## config.mk

```make
export PLATFORM = sky130hd
export DESIGN_NAME = mwd_ctrl
export DESIGN_NICKNAME = d
export VERILOG_FILES = /design/src/hdl/mwd_pkg.sv /design/src/hdl/mwd_ctrl.sv
export SDC_FILE = /design/constraint.sdc
export NUM_CORES = 1
export LEC_CHECK = 0
export BUFFER_PORTS_ARGS = -buffer_cell sky130_fd_sc_hd__buf_4
export CORE_ASPECT_RATIO = 1.4
export CORE_MARGIN = 2
export CORE_UTILIZATION = 35
export CTS_BUF_LIST = sky130_fd_sc_hd__clkbuf_4
export CTS_CLUSTER_DIAMETER = 150
export DETAILED_ROUTE_END_ITERATION = 10
export MAX_ROUTING_LAYER = met4
export SYNTH_ARGS = -nofsm -noshare
export SYNTH_HDL_FRONTEND = slang
export SYNTH_SLANG_ARGS = --single-unit
```

## constraint.sdc

```tcl
create_clock -name clock -period 3.3 [get_ports clock]
set_clock_uncertainty 0.05 [all_clocks]
set_input_delay 0.99 -clock clock [delete_from_list [all_inputs] [get_ports clock]]
set_output_delay 0.99 -clock clock [all_outputs]
set_load 0.02 [all_outputs]
```

## src/hdl/mwd_pkg.sv

```systemverilog
// shared constants and controller command type for the multiword divider
package mwd_pkg;

   // operand geometry
   localparam int WORDS   = 32;
   localparam int WORD_W  = 32;
   localparam int TOTAL_W = WORDS * WORD_W;

   // counter widths
   localparam int STEP_W  = (TOTAL_W > 1) ? $clog2(TOTAL_W) : 1;
   localparam int LOAD_W  = (WORDS > 1) ? $clog2(WORDS) : 1;

   // commands from the controller to the datapath
   typedef struct packed {
      logic load;       // shift a new request word pair into the operands
      logic init;       // clear the partial remainder
      logic step;       // one restoring shift-subtract step
      logic shift_out;  // drop the quotient word just presented
   } dp_cmd_type;

endpackage

```

## src/hdl/mwd_ctrl.sv

```systemverilog
// sequencer for loading, the bit loop and quotient word output
module mwd_ctrl (
   input  logic                 clock,
   input  logic                 reset,
   input  logic                 start,
   output logic                 busy,
   output logic                 rsp_valid,
   output logic                 rsp_last_word,
   output mwd_pkg::dp_cmd_type  cmd
);

   localparam logic [1:0] ST_LOAD = 2'd0;
   localparam logic [1:0] ST_DIV  = 2'd1;
   localparam logic [1:0] ST_OUT  = 2'd2;

   logic [1:0]                  state_ff, state_in;
   logic [mwd_pkg::LOAD_W-1:0]  load_cnt_ff, load_cnt_in;
   logic [mwd_pkg::STEP_W-1:0]  step_cnt_ff, step_cnt_in;

   logic accept;
   logic last_load;
   logic last_step;
   logic last_out;

   assign accept    = start && (state_ff == ST_LOAD);
   assign last_load = load_cnt_ff == mwd_pkg::LOAD_W'(mwd_pkg::WORDS - 1);
   assign last_step = step_cnt_ff == mwd_pkg::STEP_W'(mwd_pkg::TOTAL_W - 1);
   assign last_out  = step_cnt_ff == mwd_pkg::STEP_W'(mwd_pkg::WORDS - 1);

   // next state, counters and datapath commands
   always_comb begin
      state_in    = state_ff;
      load_cnt_in = load_cnt_ff;
      step_cnt_in = step_cnt_ff;
      cmd         = '0;
      case (state_ff)
         ST_LOAD: begin
            if (accept) begin
               cmd.load = 1'b1;
               if (last_load) begin
                  cmd.init    = 1'b1;
                  load_cnt_in = '0;
                  step_cnt_in = '0;
                  state_in    = ST_DIV;
               end else begin
                  load_cnt_in = load_cnt_ff + 1'b1;
               end
            end
         end
         ST_DIV: begin
            cmd.step = 1'b1;
            if (last_step) begin
               step_cnt_in = '0;
               state_in    = ST_OUT;
            end else begin
               step_cnt_in = step_cnt_ff + 1'b1;
            end
         end
         ST_OUT: begin
            cmd.shift_out = 1'b1;
            if (last_out) begin
               step_cnt_in = '0;
               state_in    = ST_LOAD;
            end else begin
               step_cnt_in = step_cnt_ff + 1'b1;
            end
         end
         default: begin
            state_in = ST_LOAD;
         end
      endcase
   end

   // control registers
   always_ff @(posedge clock) begin
      if (reset) begin
         state_ff    <= ST_LOAD;
         load_cnt_ff <= '0;
         step_cnt_ff <= '0;
      end else begin
         state_ff    <= state_in;
         load_cnt_ff <= load_cnt_in;
         step_cnt_ff <= step_cnt_in;
      end
   end

   // handshake and result strobes
   assign busy          = state_ff != ST_LOAD;
   assign rsp_valid     = state_ff == ST_OUT;
   assign rsp_last_word = (state_ff == ST_OUT) && last_out;

endmodule

```

==> summary.txt <==
Yosys
  – Dominant synthesized flop cell: dfxtp_1
  – Largest area contributor in the netlist: dfxtp_1
  – Netlist cell types: 38
  – Post-synth top cells: dfxtp_1 (17), nand2_1 (16), inv_1 (10)
  – Count leader, synth: dfxtp_1
  – Async set-reset flop share out of synthesis: 0
  – Yosys warns: 0
  – Sequential area share after synthesis: 0.317
  – Mapped Cells: 131
  – Mapped Avg Cell Area: 8.19 µm²
  – Largest cells by area after synthesis: dfxtp_1 (32%), ha_1 (8.2%), nand2_1 (5.6%)
  – Post-synth EDFFs: 0
  – Yosys top cell area share: 0.317
  – Flops & latches, synth: 17
  – Synthesized cell area: 1070 µm²
  – Syn nets: 141

Critical path
  – Critical Path Fanout Max: 8
  – Crit end category: output pin
  – Setup Crit Path Kind: flip-flop to output pin
  – FF-to-FF End: step_cnt_ff[5]
  – Critical Path AT: 1.71 ns
  – WP data required: 2.26 ns
  – Setup slack, reg-to-reg: 0.98 ns
  – R2R cell count: 4
  – Reg-to-Reg Start: step_cnt_ff[6]
  – CP startpoint kind: flip-flop

GRT
  – Aggregate global-route resource usage: 0.163
  – Largest net degree at the start of global routing: 13
  – First-pass GRT wire length: 4330 µm
  – Number of global-route vias before repair: 1003
  – Initial antenna violation count: 0
  – GRT overflow: 0

Route
  – Residual DRC count: 0
  – Post-DR vias/cell: 5.97
  – Vias after detailed routing: 1038
  – Detailed Route Iter0 Violations: 15
  – DRT antenna net count: 0
  – Drt pass-1 iters: 4
  – Total wire length: 2440 µm
  – Routed len/inst: 14.0 µm

Min path
  – Hold depth: 2
  – WHS Endpoint: load_cnt_ff[4]
  – Min-delay src: load_cnt_ff[4]
  – Hold Path Class: flip-flop to flip-flop

Timing
  – Endpoints failing hold: 0
  – Period utilization: 0.832
  – Worst Max-Slew Pin Slew: 0.566 ns
  – Min Tclk post-route: 2.75 ns
  – PnR worst setup slack: 0.554 ns
  – FMAX: 364 MHz
  – Setup violators final: 0
  – Slew Viols, Final: 0
  – Max_slew headroom: 0.623
  – Final TNS setup: 0 ns
  – RSZ-0062 raised after global routing: no

CTS
  – Worst-Skew Late Latency: 0.30 ns
  – Clock Sinks: 17
  – TritonCTS clock tree: built
  – Resize count post-CTS: 0
  – Setup Fix Bufs, Post-CTS: 0
  – Reg clk slew, reported paths: 0.11 ns
  – CTS Buf Count: 3
  – Clock buffer depth: 2
  – Clock H-tree levels: 1
  – Clk root buf: clkbuf_4
  – Hold_buf cts: 0

Die
  – Die Wd: 50.8 µm
  – Die extent in y: 69.5 µm
  – Die ar.: 3530 µm²
  – IO Pins: 10
  – # rows: 23
  – Initial Utilization: 0.369
  – Core ar.: 2910 µm²

Placement
  – Detailed Place HPWL: 1850 µm
  – Placement Setup Slack: 0.672 ns
  – Number of buffers added on ports: 9
  – RePlAce Congestion: 0.856
  – Placed cell count: 170

Layout
  – Layout Utilization: 0.404
  – Nets: 148
  – ANT cells: 0
  – Post-Layout Cell Count: 174
  – Ratio of cells with drive above 1 in the final layout: 0.109
  – Area Overhead vs Synth: 9.57%

Job
  – Max-cap violations: 0

Power and ir drop
  – Leakage power: 0.441 nW
  – Worst vdd ir: 0.000197 V
  – Power density over the cells: 296 nW/µm²

Run status
  – Status: completed
## kinds of logic after synthesis
group	Yosys count	share of synthesized area
adders and majority gates	7	0.0817
and+or+nand+nor	47	0.235
AOI/OAI and AO/OA	43	0.293
buffers and inverters	17	0.0735
DFF	17	0.317
## worst max-delay path by stage
stage,start,to,slack (ns)
2_1_floorplan,start,cmd[3],0.94
3_3_place_gp,start,cmd[3],0.70
3_5_place_dp,start,cmd[3],0.67
4_1_cts,load_cnt_ff[0],cmd[2],0.53
5_1_grt,load_cnt_ff[0],cmd[2],0.40
6_report,load_cnt_ff[0],cmd[2],0.55
## flip-flops by register name (all words and copies together), names as in the netlist
register     cells
state_ff         2
load_cnt_ff      5
step_cnt_ff     10
## cell usage in the layout (no fill, tap or decap), types with 2 or more instances in the layout
cell type,Yosys,layout
a21boi_0,2,2
a21oi_1,8,8
a31oi_1,3,3
and2_1,2,2
and3_1,4,4
and4_1,3,3
buf_4,2,9
clkbuf_4,0,4
dfxtp_1,17,17
ha_1,7,7
inv_1,10,10
nand2_1,16,16
nand3_1,5,5
nand4_1,2,2
nor2_1,4,4
nor3_1,4,4
o2111ai_1,4,4
o211ai_1,6,6
o21ai_0,5,5
o311ai_0,5,5
## worst max-delay path, cell delays in order (launching register included)
cell,delay (ns)
dfxtp_1,0.41
ha_1,0.20
and3_1,0.17
ha_1,0.28
and3_1,0.21
buf_4,0.14
## layer usage
metal  vias up  GRT usage  share of wire  routed length (µm)
met5         -          -              0                   0
met3         7     0.0280          0.025                  62
met4         0      0.102          0.031                  76
li1        510          -              -                   -
met1       504      0.189           0.43                1050
met2        17      0.254           0.51                1250
## area by class of cell
type,instances,area (µm²)
Clock buffer,4,30.0
Sequential cell,17,340
Tap cell,37,46.3
Timing Repair Buffer,9,67.6
Multi-Input combinational cell,97,653
Fill cell,308,1730
Inverter,10,37.5
## stage by stage
stage | instance area, µm² | power, W | hold WS (ns)
3_5_place_dp | 1140 | 0.000229 | 0.428
3_3_place_gp | 1140 | 0.000229 | 0.408
2_1_floorplan | 1070 | 0.000223 | 0.391
4_1_cts | 1170 | 0.000353 | 0.443
5_1_grt | 1170 | 0.000364 | 0.465
6_report | 1170 | 0.000348 | 0.438
## where the power goes
part | switching, W | internal, W | total [W]
sequential | 0.00000219 | 0.000207 | 0.000209
combinational | 0.0000101 | 0.00000508 | 0.0000152
clock | 0.0000684 | 0.0000554 | 0.000124
total | 0.0000807 | 0.000267 | 0.000348
(Power assumes the default switching activity.)
